## config.mk

```make
export PLATFORM = sky130hd
export DESIGN_NAME = spike_gated_scalar_kalman_top
export DESIGN_NICKNAME = d
export VERILOG_FILES = /design/src/rtl/sgk_pkg.sv /design/src/rtl/sgk_ctrl.sv /design/src/rtl/sgk_datapath.sv /design/src/rtl/spike_gated_scalar_kalman_top.sv
export SDC_FILE = /design/constraint.sdc
export NUM_CORES = 1
export LEC_CHECK = 0
export BUFFER_PORTS_ARGS = -buffer_cell sky130_fd_sc_hd__buf_2
export CAP_MARGIN = 25
export CORE_MARGIN = 1
export CORE_UTILIZATION = 46
export DETAILED_ROUTE_END_ITERATION = 8
export PLACE_DENSITY = 0.71
export SLEW_MARGIN = 20
export SYNTH_ARGS = -nofsm -noshare
export SYNTH_HDL_FRONTEND = slang
export SYNTH_HIERARCHICAL = 1
export SYNTH_SLANG_ARGS = --single-unit
```

## constraint.sdc

```tcl
create_clock -name clk -period 8.1 [get_ports clk]
set_input_delay 0.405 -clock clk [delete_from_list [all_inputs] [get_ports clk]]
set_output_delay 0.405 -clock clk [all_outputs]
set_load 0.005 [all_outputs]
```

## src/rtl/sgk_pkg.sv

```systemverilog
// Shared types and constants for the spike-gated scalar Kalman filter.
// Holds the controller state type, the command and status bundles and register indexes.
// No dependencies; imported by every other file of the block.
`timescale 1ns / 1ps

package sgk_pkg;

	localparam int ANGLE_W = 25;
	localparam int REG_W   = 24;
	localparam int EST_W   = 32;
	localparam int COV_W   = 25;
	localparam int ADDR_W  = 2;

	localparam logic [ADDR_W-1:0] REG_PROCESS_NOISE     = 2'd0;
	localparam logic [ADDR_W-1:0] REG_MEASUREMENT_NOISE = 2'd1;
	localparam logic [ADDR_W-1:0] REG_SPIKE_LIMIT       = 2'd2;

	typedef enum logic [2:0] {
		ST_IDLE,
		ST_GATE,
		ST_PREP,
		ST_DIV,
		ST_MUL_LOAD,
		ST_MUL,
		ST_WB
	} sgk_state_t;

	typedef struct packed {
		logic load;
		logic gate;
		logic prep;
		logic div_step;
		logic div_first;
		logic mul_init;
		logic mul_step;
		logic commit;
	} sgk_cmd_t;

	typedef struct packed {
		logic out_free;
	} sgk_status_t;

endpackage

```

## src/rtl/sgk_ctrl.sv

```systemverilog
// Controller state machine of the spike-gated scalar Kalman filter.
// Sequences gate, set-up, serial divide, serial multiply and write-back.
// Depends on sgk_pkg.
`timescale 1ns / 1ps

module sgk_ctrl #(
	parameter int FRAC_BITS = 16
) (
	input  logic                 clk,
	input  logic                 arst_n,
	input  logic                 s_tvalid,
	output logic                 s_tready,
	input  sgk_pkg::sgk_status_t status,
	output sgk_pkg::sgk_cmd_t    cmd
);
	import sgk_pkg::*;

	localparam int CW = $clog2(FRAC_BITS + 2);
	localparam logic [CW-1:0] CNT_LAST = CW'(FRAC_BITS);

	sgk_state_t    state_q, state_d;
	logic [CW-1:0] cnt_q, cnt_d;

	always_ff @(posedge clk or negedge arst_n) begin
		if (!arst_n) begin
			state_q <= ST_IDLE;
			cnt_q   <= '0;
		end else begin
			state_q <= state_d;
			cnt_q   <= cnt_d;
		end
	end

	always_comb begin
		state_d  = state_q;
		cnt_d    = cnt_q;
		cmd      = '0;
		s_tready = 1'b0;
		unique case (state_q)
			ST_IDLE: begin
				s_tready = 1'b1;
				if (s_tvalid) begin
					cmd.load = 1'b1;
					state_d  = ST_GATE;
				end
			end
			ST_GATE: begin
				cmd.gate = 1'b1;
				state_d  = ST_PREP;
			end
			ST_PREP: begin
				cmd.prep = 1'b1;
				cnt_d    = '0;
				state_d  = ST_DIV;
			end
			ST_DIV: begin
				cmd.div_step  = 1'b1;
				cmd.div_first = (cnt_q == '0);
				if (cnt_q == CNT_LAST) begin
					cnt_d   = '0;
					state_d = ST_MUL_LOAD;
				end else begin
					cnt_d = cnt_q + 1'b1;
				end
			end
			ST_MUL_LOAD: begin
				cmd.mul_init = 1'b1;
				cnt_d        = '0;
				state_d      = ST_MUL;
			end
			ST_MUL: begin
				cmd.mul_step = 1'b1;
				if (cnt_q == CNT_LAST) begin
					cnt_d   = '0;
					state_d = ST_WB;
				end else begin
					cnt_d = cnt_q + 1'b1;
				end
			end
			ST_WB: begin
				if (status.out_free) begin
					cmd.commit = 1'b1;
					state_d    = ST_IDLE;
				end
			end
			default: begin
				state_d = ST_IDLE;
			end
		endcase
	end

endmodule

```

## src/rtl/sgk_datapath.sv

```systemverilog
// Datapath of the spike-gated scalar Kalman filter: registers, filter state,
// restoring divider, two shift-add multipliers and the output register.
// Depends on sgk_pkg; driven by sgk_ctrl.
`timescale 1ns / 1ps

module sgk_datapath #(
	parameter int FRAC_BITS = 16
) (
	input  logic                                  clk,
	input  logic                                  arst_n,
	input  logic                                  cfg_we,
	input  logic [sgk_pkg::ADDR_W-1:0]            cfg_addr,
	input  logic [sgk_pkg::REG_W-1:0]             cfg_data,
	input  logic [sgk_pkg::ANGLE_W-1:0]           sample_angle,
	input  sgk_pkg::sgk_cmd_t                     cmd,
	output sgk_pkg::sgk_status_t                  status,
	output logic                                  out_valid,
	input  logic                                  out_ready,
	output logic [sgk_pkg::ANGLE_W-1:0]           angle_estimate,
	output logic                                  spike_replaced
);
	import sgk_pkg::*;

	localparam int KW  = FRAC_BITS + 1;
	localparam int A1W = EST_W + 2 + FRAC_BITS;
	localparam int A2W = COV_W + 1 + FRAC_BITS;
	localparam logic [63:0] ONE_FULL   = 64'd1 << FRAC_BITS;
	localparam logic [63:0] SPIKE_FULL = ONE_FULL * 64'd5;
	localparam logic [63:0] PREV_FULL  = (ONE_FULL * 64'd179) >> 1;
	localparam logic [REG_W-1:0] RST_NOISE = ONE_FULL[REG_W-1:0];
	localparam logic [REG_W-1:0] RST_SPIKE = SPIKE_FULL[REG_W-1:0];
	localparam logic [COV_W-1:0] RST_COV   = ONE_FULL[COV_W-1:0];
	localparam logic [EST_W-1:0] RST_PREV  = PREV_FULL[EST_W-1:0];
	localparam logic [KW-1:0]    ONE_K     = ONE_FULL[KW-1:0];
	localparam logic signed [EST_W+2:0] EST_MAX = 35'sd2147483647;
	localparam logic signed [EST_W+2:0] EST_MIN = -35'sd2147483648;

	logic [REG_W-1:0] proc_q, meas_q, spike_q;
	logic signed [EST_W-1:0] est_q, prev_q;
	logic [COV_W-1:0] cov_q;

	logic signed [ANGLE_W-1:0] sample_q;
	logic signed [EST_W-1:0]   msel_q;
	logic                      repl_q;
	logic [COV_W-1:0]          p_q;
	logic signed [EST_W:0]     diff_q;
	logic [COV_W:0]            denom_q;
	logic                      dz_q;
	logic [COV_W:0]            rem_q;
	logic [KW-1:0]             quo_q;
	logic [KW-1:0]             kmul_q, om_q;
	logic signed [A1W-1:0]     acc1_q;
	logic [A2W-1:0]            acc2_q;

	logic                    out_valid_q;
	logic [ANGLE_W-1:0]      filt_q;
	logic                    repl_out_q;

	logic signed [EST_W+1:0] gdiff;
	logic [EST_W+1:0]        gabs;
	logic                    grepl;
	logic [COV_W:0]          psum;
	logic [COV_W-1:0]        psat;
	logic [COV_W:0]          denom;
	logic [COV_W+1:0]        trial;
	logic                    ge;
	logic [KW-1:0]           kval;
	logic signed [EST_W+1:0] delta;
	logic signed [EST_W+2:0] xsum;
	logic signed [EST_W-1:0] xnew;
	logic [COV_W-1:0]        pnew;

	always_ff @(posedge clk or negedge arst_n) begin
		if (!arst_n) begin
			proc_q  <= RST_NOISE;
			meas_q  <= RST_NOISE;
			spike_q <= RST_SPIKE;
		end else if (cfg_we) begin
			unique case (cfg_addr)
				REG_PROCESS_NOISE:     proc_q  <= cfg_data;
				REG_MEASUREMENT_NOISE: meas_q  <= cfg_data;
				REG_SPIKE_LIMIT:       spike_q <= cfg_data;
				default: ;
			endcase
		end
	end

	always_comb begin
		gdiff = (EST_W+2)'(sample_q) - (EST_W+2)'(prev_q);
		gabs  = gdiff[EST_W+1] ? (EST_W+2)'(-gdiff) : (EST_W+2)'(gdiff);
		grepl = gabs > (EST_W+2)'(spike_q);
		psum  = (COV_W+1)'(cov_q) + (COV_W+1)'(proc_q);
		psat  = psum[COV_W] ? '1 : psum[COV_W-1:0];
		denom = (COV_W+1)'(p_q) + (COV_W+1)'(meas_q);
		trial = cmd.div_first ? {1'b0, rem_q} : {rem_q, 1'b0};
		ge    = trial >= {1'b0, denom_q};
		kval  = dz_q ? '0 : quo_q;
		delta = acc1_q[A1W-1:FRAC_BITS];
		xsum  = (EST_W+3)'(est_q) + (EST_W+3)'(delta);
		if (xsum > EST_MAX) begin
			xnew = EST_MAX[EST_W-1:0];
		end else if (xsum < EST_MIN) begin
			xnew = EST_MIN[EST_W-1:0];
		end else begin
			xnew = xsum[EST_W-1:0];
		end
		pnew = acc2_q[FRAC_BITS +: COV_W];
	end

	always_ff @(posedge clk) begin
		if (cmd.load) begin
			sample_q <= sample_angle;
		end
		if (cmd.gate) begin
			msel_q <= grepl ? prev_q : EST_W'(sample_q);
			repl_q <= grepl;
			p_q    <= psat;
		end
		if (cmd.prep) begin
			diff_q  <= (EST_W+1)'(msel_q) - (EST_W+1)'(est_q);
			denom_q <= denom;
			dz_q    <= (denom == '0);
			rem_q   <= (COV_W+1)'(p_q);
			quo_q   <= '0;
		end
		if (cmd.div_step) begin
			rem_q <= ge ? (COV_W+1)'(trial - {1'b0, denom_q}) : trial[COV_W:0];
			quo_q <= {quo_q[KW-2:0], ge};
		end
		if (cmd.mul_init) begin
			kmul_q <= kval;
			om_q   <= ONE_K - kval;
			acc1_q <= '0;
			acc2_q <= '0;
		end
		if (cmd.mul_step) begin
			acc1_q <= (acc1_q <<< 1) + (kmul_q[KW-1] ? A1W'(diff_q) : A1W'(0));
			acc2_q <= (acc2_q << 1) + (om_q[KW-1] ? A2W'(p_q) : A2W'(0));
			kmul_q <= {kmul_q[KW-2:0], 1'b0};
			om_q   <= {om_q[KW-2:0], 1'b0};
		end
		if (cmd.commit) begin
			filt_q     <= xnew[ANGLE_W-1:0];
			repl_out_q <= repl_q;
		end
	end

	always_ff @(posedge clk or negedge arst_n) begin
		if (!arst_n) begin
			est_q       <= '0;
			prev_q      <= RST_PREV;
			cov_q       <= RST_COV;
			out_valid_q <= 1'b0;
		end else begin
			if (cmd.commit) begin
				est_q  <= xnew;
				prev_q <= xnew;
				cov_q  <= pnew;
			end
			if (cmd.commit) begin
				out_valid_q <= 1'b1;
			end else if (out_ready) begin
				out_valid_q <= 1'b0;
			end
		end
	end

	assign status.out_free = !out_valid_q || out_ready;
	assign out_valid       = out_valid_q;
	assign angle_estimate  = filt_q;
	assign spike_replaced  = repl_out_q;

endmodule

```

## src/rtl/spike_gated_scalar_kalman_top.sv

```systemverilog
// Top level of the spike-gated scalar Kalman filter for a tilt angle.
// Joins the controller sgk_ctrl and the datapath sgk_datapath; depends on sgk_pkg.
//
// Usage: each input word on the slave stream carries one signed Q9.16 angle
// sample. A sample that jumps further than spike_limit from the previous
// estimate is swapped for that estimate, and a scalar Kalman update follows.
// Each input word yields exactly one output word: the new estimate on m_tdata
// and the replaced flag on m_tuser.
// Timing: one word is in work at a time. After acceptance the word passes the
// gate, set-up, divide, multiply-load, multiply and write-back states before
// m_tvalid rises; the bit-serial divider and the bit-serial multipliers each
// run FRAC_BITS+1 steps. A new word is taken only once the last is written back.
// The output register holds a finished word while the next sample is accepted
// and processed; if the receiver still stalls when that next result is ready,
// the block waits in write-back and s_tready stays low.
// Reset clears the estimate to 0, the covariance to 1.0, the previous estimate to
// 89.5 degrees, the registers to Q = R = 1.0 and spike limit 5.0. Registers are
// written by the user via cfg_we, cfg_addr, cfg_data only while idle; unchecked.
`timescale 1ns / 1ps

module spike_gated_scalar_kalman_top #(
	parameter int FRAC_BITS = 16
) (
	input  logic                       clk,
	input  logic                       arst_n,
	input  logic                       cfg_we,
	input  logic [sgk_pkg::ADDR_W-1:0] cfg_addr,
	input  logic [sgk_pkg::REG_W-1:0]  cfg_data,
	input  logic                       s_tvalid,
	output logic                       s_tready,
	input  logic [31:0]                s_tdata,  // [24:0] sample_angle
	output logic                       m_tvalid,
	input  logic                       m_tready,
	output logic [31:0]                m_tdata,  // [24:0] angle_estimate
	output logic                       m_tuser   // [0] spike_replaced
);
	import sgk_pkg::*;

	sgk_cmd_t           cmd;
	sgk_status_t        status;
	logic [ANGLE_W-1:0] filtered;

	sgk_ctrl #(
		.FRAC_BITS(FRAC_BITS)
	) u_ctrl (
		.clk      (clk),
		.arst_n   (arst_n),
		.s_tvalid (s_tvalid),
		.s_tready (s_tready),
		.status   (status),
		.cmd      (cmd)
	);

	sgk_datapath #(
		.FRAC_BITS(FRAC_BITS)
	) u_datapath (
		.clk            (clk),
		.arst_n         (arst_n),
		.cfg_we         (cfg_we),
		.cfg_addr       (cfg_addr),
		.cfg_data       (cfg_data),
		.sample_angle   (s_tdata[ANGLE_W-1:0]),
		.cmd            (cmd),
		.status         (status),
		.out_valid      (m_tvalid),
		.out_ready      (m_tready),
		.angle_estimate (filtered),
		.spike_replaced (m_tuser)
	);

	assign m_tdata = {{(32 - ANGLE_W){1'b0}}, filtered};

endmodule

```

# Yosys cells after proc, flatten, opt, wreduce, memory -nomap -nowiden
# Index checks and enable logic that the tools add are counted.
[word_totals] reg_bits=507 latchBits=0 ramBits=0 romBits=0 in_bits=63 output_inout_bits=35 wordCells=110 mem_count=0
[classes] n_addsub=11 n_mul=0 div=0 order_cmp=4 eq_ne=13 shift=0 muxes=40 bitwise_logic=0 n_reduce_logical=16
[ops] cell="$mux W50" count=3
[ops] cell="$mux W17" count=7
[ops] cell="$mux W32" count=3
[ops] cell="$mux W41" count=2
[ops] cell="$mux W26" count=3
[ops] cell="$add A25 B24 Y26" count=2
[ops] cell="$add A50 B50 Y50" count=1
[ops] cell="$add A41 B25 Y41" count=1
[ops] cell="$add A32 B34 Y35" count=1
[ops] cell="$gt A35 B32 Y1 const B" count=1
[ops] cell="$lt A35 B32 Y1 const B" count=1
[ops] cell="$gt A34 B24 Y1" count=1
[ops] cell="$mux W34" count=1
[ops] cell="$neg A34 Y34" count=1
[ops] cell="$sub A25 B32 Y33" count=1
[ops] cell="$sub A32 B32 Y33" count=1
[ops] cell="$ge A27 B26 Y1" count=1
[ops] cell="$mux W27" count=1
[ops] cell="$logic_not A26 Y1" count=1
[ops] cell="$sub A26 B26 Y26" count=1
[ops] cell="$mux W25" count=1
[ops] cell="$pmux W3 S7" count=1
[ops] cell="$sub A17 B17 Y17 const A" count=1
[ops] cell="$mux W3" count=4
[ops] cell="other kinds (22)" count=43

# Depth between registers and ports, before layout
# Gate-level depths: netlist (run 1).
[logic_depth] depth_word=6 depth_mapped=27 depth_no_buf=25

# Modules after synthesis
# Netlist (run 1), hierarchy kept.
[modules_own_cells] mod="sgk_datapath" n_inst=1 cells_per_inst=3184 area_each_um2=32318.5 seq_area_each_um2=13470.4
[modules_own_cells] mod="sgk_ctrl" n_inst=1 cells_per_inst=62 area_each_um2=511.7 seq_area_each_um2=200.2
[modules_own_cells] mod="spike_gated_scalar_kalman_top" n_inst=1 cells_per_inst=8 area_each_um2=56.3 seq_area_each_um2=0.0

# Worst setup path before layout (run 1)
# No wires, ideal clock.
[synth_timing] path_kind="register to register" startpoint="register, netlist name u_datapath/est_q[0]" endpoint="register u_datapath.msel_q[10] (data pin)" setup_ns=0.260 arrival_time_ns=5.339 t_required_ns=7.840 setup_slack_ns=2.501 path_stages_with_launch=24 path_buffers=1 synth_period_minus_slack_ns=5.599 cell_sequence="dfrtp_1 > ha_1 > fa_1 > nor2b_1 > o31a_1 > o211ai_1 > a2111oi_2 > o2111ai_1 > nor4_2 > nand3_1 > o31ai_1 > xor2_1 > ha_1 > a21o_1 > a21oi_1 > nor2b_1 > o21ai_0 > nand2b_1 > a21oi_1 > a21oi_1 > a2111oi_2 > o2111ai_4 > buf_6 > mux2_4"
[synth_lines] element="end signal, assigned" line_no="sgk_datapath.sv:115" text="msel_q <= grepl ? prev_q : EST_W'(sample_q);"
[synth_lines] element="end, declared" line_no="sgk_datapath.sv:43" text="logic signed [EST_W-1:0] msel_q;"

==> results of run 1 <==
[cells by family after synthesis]
logic type      count (synthesis)  synth area share
compound gates                859             0.173
xor+xnor                      200            0.0533
fa+ha+maj                     280             0.108
buf+inv                       300            0.0361
flops                         479             0.416
mux                           194            0.0679
other cells                     1          0.000114
simple gates                  941             0.145
[per-layer routing]
layer | vias up | wire length [um] | global-route usage
met5 | - | 0 | 0
met4 | 0 | 1850 | 0.0594
met2 | 715 | 35200 | 0.339
li1 | 12225 | - | -
met1 | 12027 | 39300 | 0.324
met3 | 106 | 4600 | 0.0253
[report_power, final]
| part | internal [mW] | switching [mW] |
|---|---|---|
| clock network | 1.36 | 1.01 |
| registers | 3.30 | 0.320 |
| logic | 2.15 | 2.80 |
| total | 6.81 | 4.13 |
[sequential cells by signal, indices dropped and copies added, names as in the netlist, 3 cells and up]
signal / flops
u_ctrl/cnt_q: 5
u_ctrl/state_q: 3
u_datapath/acc1_q: 50
u_datapath/acc2_q: 41
u_datapath/angle_estimate: 25
u_datapath/cov_q: 25
u_datapath/denom_q: 26
u_datapath/diff_q: 33
u_datapath/est_q: 32
u_datapath/kmul_q: 17
u_datapath/meas_q: 24
u_datapath/msel_q: 32
u_datapath/om_q: 16
u_datapath/p_q: 25
u_datapath/prev_q: 5
u_datapath/proc_q: 24
u_datapath/quo_q: 17
u_datapath/rem_q: 26
u_datapath/sample_q: 25
u_datapath/spike_q: 24
[cells in the final DEF (no fill, tap or decap), types with 92 or more instances in the layout]
master    synthesis  layout
ha_1            272     272
o21ai_0         143     143
xnor2_1         137     137
edfxtp_1        335     335
a21oi_1         229     229
nand2_1         180     180
inv_1           192     192
mux2_2          125     125
dfrtp_1         133     133
a21o_1          113     113
and2_1           92      92
nor2_1          256     254
[cell type report]
type,count,share of cell area
clock buffer,66,0.0390
sequential,479,0.377
inverter,193,0.0200
clock inverter,27,0.00756
tap,940,0.0324
multi-input combinational,2481,0.499
timing repair buffer,134,0.0248
[repair_timing]
item                                    CTS  global route
endpoints found under the setup margin    0             0
buffers inserted                          0             0
endpoints found under the hold margin    80             0
hold buffers                             26             0
[path summary, 6_finish.rpt]
kind / from / endpoint / depth (start not counted)
setup / recovery: u_datapath/est_q[0] / u_datapath/msel_q[24] / 23
min in group asynchronous: arst_n / u_datapath/est_q[5] / 2
setup reg to reg: u_datapath/est_q[0] / u_datapath/msel_q[24] / 23
hold reg to reg: u_datapath/repl_q / u_datapath/spike_replaced / 0
hold / removal: cfg_data[12] / u_datapath/proc_q[12] / 2
max in group asynchronous: arst_n / u_datapath/proc_q[22] / 3
[through the flow]
step	setup WS, ns	cells	hold WS [ns]	cell area (um2)
after floorplan	2.50	3260	0.109	32900
after global placement	1.71	4197	0.467	34200
after detailed placement	1.64	4200	0.435	34300
after CTS	1.63	4319	0.0190	36200
after global routing	1.27	4320	0.0392	36300
final	1.58	4320	0.0540	36300
==> impl_metrics.ini, run 1 <==
[finish]
final_core_util = 0.515
nNetsFinal = 3684
antenna_cells = 0
multiInputGateArea_um2 = 18100
syn_to_final_growth_pct = 10.3
fillers = 6394
drive_gt1_frac = 0.118
seq_area_um2 = 13700

[route]
post_drt_wl_per_cell_um = 18.7
drcViolationCount = 0
wirelength_um = 80900
first_pass_iters = 5
viasPerCell = 5.80
drt-initial-drc-count = 1968
dr_total_vias = 25073
ant_nets = 0

[sta]
setup_viol = 0
fmax_mhz = 153
rsz0062_at_grt = no
setup_tns_ns = 0
hold_violations = 0
finalCritPeriodShare = 0.805
slew_viol_final = 0
relSlewSlack = 0.302
worst_pin_slew_ns = 1.05
finalClockSkew_ns = 0.0333
timing.final.crit_period_ns = 6.52

[grt]
grt_pass1_wl_um = 129000
antenna_found_initial = 1
grt_max_degree = 83
grt_pass1_vias = 23805
track_usage = 0.219
grt.overflow.total = 0

[logic_synthesis]
ys.warnings.count = 6
synth-edff-count = 335
ys_ff_latch = 479
synth_area_leaders = edfxtp_1, ha_1, dfrtp_1
synth_common_cells = edfxtp_1, ha_1, nor2_1
synth_top_cell_by_area = edfxtp_1
async_flop_share = 0.299
seq_area_frac_synth = 0.416
ys_types = 93
synth_most_common_cell = edfxtp_1
synth_top_area_frac = 0.306
syn-instance-count = 3254
avgSynthCellArea_um2 = 10.1
ys.flop_type = edfxtp_1
syn_area_um2 = 32900

[power_and_ir_drop]
powerDensity_nw_per_um2 = 302
p_leak_nw = 14.9
finalPower_mw = 10.9
ir_drop_uv = 194

[die]
initial_core_util = 0.467
die_area_um2 = 72600
die_y_um = 269
ioPinCount = 98
die_x_um = 269
rows = 97
core-area_um2 = 70400

[setup_path]
cp_max_fo = 32
max_stage_delay_ns = 0.49
path_buf_inv = 1
worst-r2r-setup-slack_ns = 1.58
crit_type = reg -> reg
critical_path_required_ns = 8.44
cpMaxStageDelayCell = a2111oi_2
cp_common_cell = a21oi_1
cp-end-kind = flop
cp.arrival_ns = 6.87
crit_chain = ha_1 > fa_1 > nor2b_1 > o31a_1 > o211ai_1 > a2111oi_2 > o2111ai_1 > nor4_2 > nand3_1 > o31ai_1 > xor2_1 > ha_1 > a21o_1 > a21oi_1 > nor2b_1 > o21ai_0 > nand2b_1 > a21oi_1 > a21oi_1 > a2111oi_2 > o2111ai_4 > buf_4 > mux2_4
start_kind = flop
crit_family = compound AO/OA/AOI/OAI gates

[placement]
dp_hpwl_um = 59700
port_buffers = 83
gp_congestion = 0.930

[clock_network]
clk_latency_ns = 0.62
cts.sinks = 479
clock-root-buffer = clkbuf_16
cts_inserted_buffers = 52
cts_resized = 0
cts-htree-levels = 2
path_clk_slew_ns = 0.06
cts_tree = yes
cts_max_path_buffers = 3

[job]
drv_cap = 0

[outcome]
status = complete, no violations

[worst_hold_path]
hold_class = in -> reg
Power figures use the tool's default switching activity.
==> run 2, diff against run 1 <==
- PLACE_DENSITY: 0.71 -> 0.73
- clock period: 8.1 -> 5.4 ns (I/O delays scaled with it)
==> impl_metrics.ini, run 2 (same netlist as run 1, synthesis figures left out) <==
[outcome]
status = complete, no violations

[clock_network]
cts-htree-levels = 2
cts.sinks = 479
clk_latency_ns = 0.62
clock-root-buffer = clkbuf_16
path_clk_slew_ns = 0.06
cts_tree = yes
cts_max_path_buffers = 3
cts_inserted_buffers = 52

[placement]
port_buffers = 83
dp.cells = 4322
dp_hpwl_um = 61400
gp_congestion = 0.904

[power_and_ir_drop]
p_sw_mw = 6.26
combPwrFrac = 0.462
seqPwrFrac = 0.328
ir_drop_uv = 344
finalPower_mw = 16.5
p_leak_nw = 15.7
netSwitchingFraction = 0.380
cellInternalPower_mw = 10.2
powerDensity_nw_per_um2 = 436
power_frac_clock = 0.210

[die]
initial_core_util = 0.467
rows = 97
die_x_um = 269
die_area_um2 = 72600
die_y_um = 269
core-area_um2 = 70400
ioPinCount = 98

[finish]
final_core_util = 0.537
reg_top3 = u_datapath/acc1_q x50, u_datapath/acc2_q x41, u_datapath/diff_q x33
drive_gt1_frac = 0.164
layout_commonest_cell = edfxtp_1
stdcell_count = 4481
largest-register = u_datapath/acc1_q
nNetsFinal = 3840
most-common-layout-cells = edfxtp_1, ha_1, nor2_1, a21oi_1, inv_1
largest_reg_flops = 50
syn_to_final_growth_pct = 15.0
antenna_cells = 0

[worst_hold_path]
hold_class = in -> reg

[sta]
holdWs_ns = 0.0171
rsz0062_at_grt = yes
fmax_mhz = 186
setup_viol = 0
worst_pin_slew_ns = 0.912
hold_violations = 0
setup_tns_ns = 0
relSlewSlack = 0.392
slew_viol_final = 0
finalCritPeriodShare = 0.996
finalClockSkew_ns = 0.0244
timing.final.crit_period_ns = 5.38

[setup_path]
crit_family = compound AO/OA/AOI/OAI gates
crit_type = reg -> reg
cp_max_fo = 8
cp-end-kind = flop
critical_path_required_ns = 5.76
cpMaxStageDelayCell = dfrtp_1
start_kind = flop
max_stage_delay_ns = 0.38
cp_common_cell = o21a_1
cp.arrival_ns = 5.74
path_buf_inv = 3

[route]
dr_total_vias = 25848
viasPerCell = 5.77
wirelength_um = 83900
drcViolationCount = 0
ant_nets = 0
post_drt_wl_per_cell_um = 18.7
first_pass_iters = 6
drt-initial-drc-count = 1916

[job]
drv_cap = 0

[grt]
grt_pass1_vias = 24710
grt_max_degree = 98
grt_pass1_wl_um = 133000
antenna_found_initial = 0
grt.overflow.total = 0
track_usage = 0.226
[run 2: path summary, 6_finish.rpt]
kind                            depth (start not counted)               endpoint             startpoint  slack, ns
worst max-delay path                                   25  u_datapath/msel_q[29]    u_datapath/est_q[8]       0.02
worst min-delay path                                    2  u_datapath/meas_q[19]           cfg_data[19]       0.02
worst max register to register                         25  u_datapath/msel_q[29]    u_datapath/est_q[8]       0.02
worst min register to register                          1   u_datapath/cov_q[24]  u_datapath/acc2_q[40]       0.49
max in group asynchronous                               3  u_datapath/proc_q[16]                 arst_n       4.00
min in group asynchronous                               2    u_datapath/est_q[2]                 arst_n       0.30
[run 2: routing by layer]
layer	track usage	part of all wire
met4	0.0609	0.023
met1	0.329	0.47
met5	0	0
met3	0.0296	0.063
met2	0.352	0.44
[run 2: power groups by stage]
stage / Clock [mW] / Combinational (mW) / Sequential [mW]
2_1_floorplan: 0 / 5.87 / 5.27
3_3_place_gp: 0 / 7.25 / 5.44
3_5_place_dp: 0 / 7.41 / 5.46
4_1_cts: 3.53 / 7.52 / 5.40
5_1_grt: 3.66 / 8.48 / 5.48
6_report: 3.46 / 7.62 / 5.40
[run 2: metrics by stage]
step                      cell area (um2)  setup slack (ns)
after global placement              35300            -0.134
after floorplan                     32900           0.00191
after global routing                37800            -0.222
after detailed placement            35300            -0.272
final                               37800            0.0215
after CTS                           37600           -0.0862
[run 2: layout make-up]
cell class / instances / area [um2]
Clock buffer: 66 / 1390
Multi-Input combinational cell: 2481 / 18400
Inverter: 193 / 724
Timing Repair Buffer: 290 / 2230
Clock inverter: 32 / 246
Fill cell: 6242 / 32600
Tap cell: 940 / 1180
Sequential cell: 479 / 13700
[run 2: repair_timing]
item                                   in CTS  in global routing
buffers inserted                            9                  5
setup endpoints to repair                  32                 53
resized for setup                          33                 32
endpoints found under the hold margin     149                  0
pin swaps                                   6                 19
gates cloned                                2                  1
hold buffers                               44                  0
[run 2: worst register-to-register path: stages (launching register included)]
cell and delay [ns]:
dfrtp_1 0.38, inv_1 0.13, ha_1 0.38, and4_4 0.26, nand3_1 0.10, a211o_1 0.36, a21o_1 0.24, nand4b_1 0.12
a211o_1 0.16, nand2_2 0.11, o21ai_0 0.21, ha_1 0.27, nor2b_1 0.13, o21a_1 0.16, o21a_1 0.16, o21a_1 0.16
o21a_1 0.16, o21bai_1 0.13, a21oi_1 0.08, o21ai_1 0.19, a21oi_2 0.09, a2111oi_4 0.25, o2111ai_4 0.20, buf_12 0.19
clkbuf_16 0.18, mux2_4 0.30
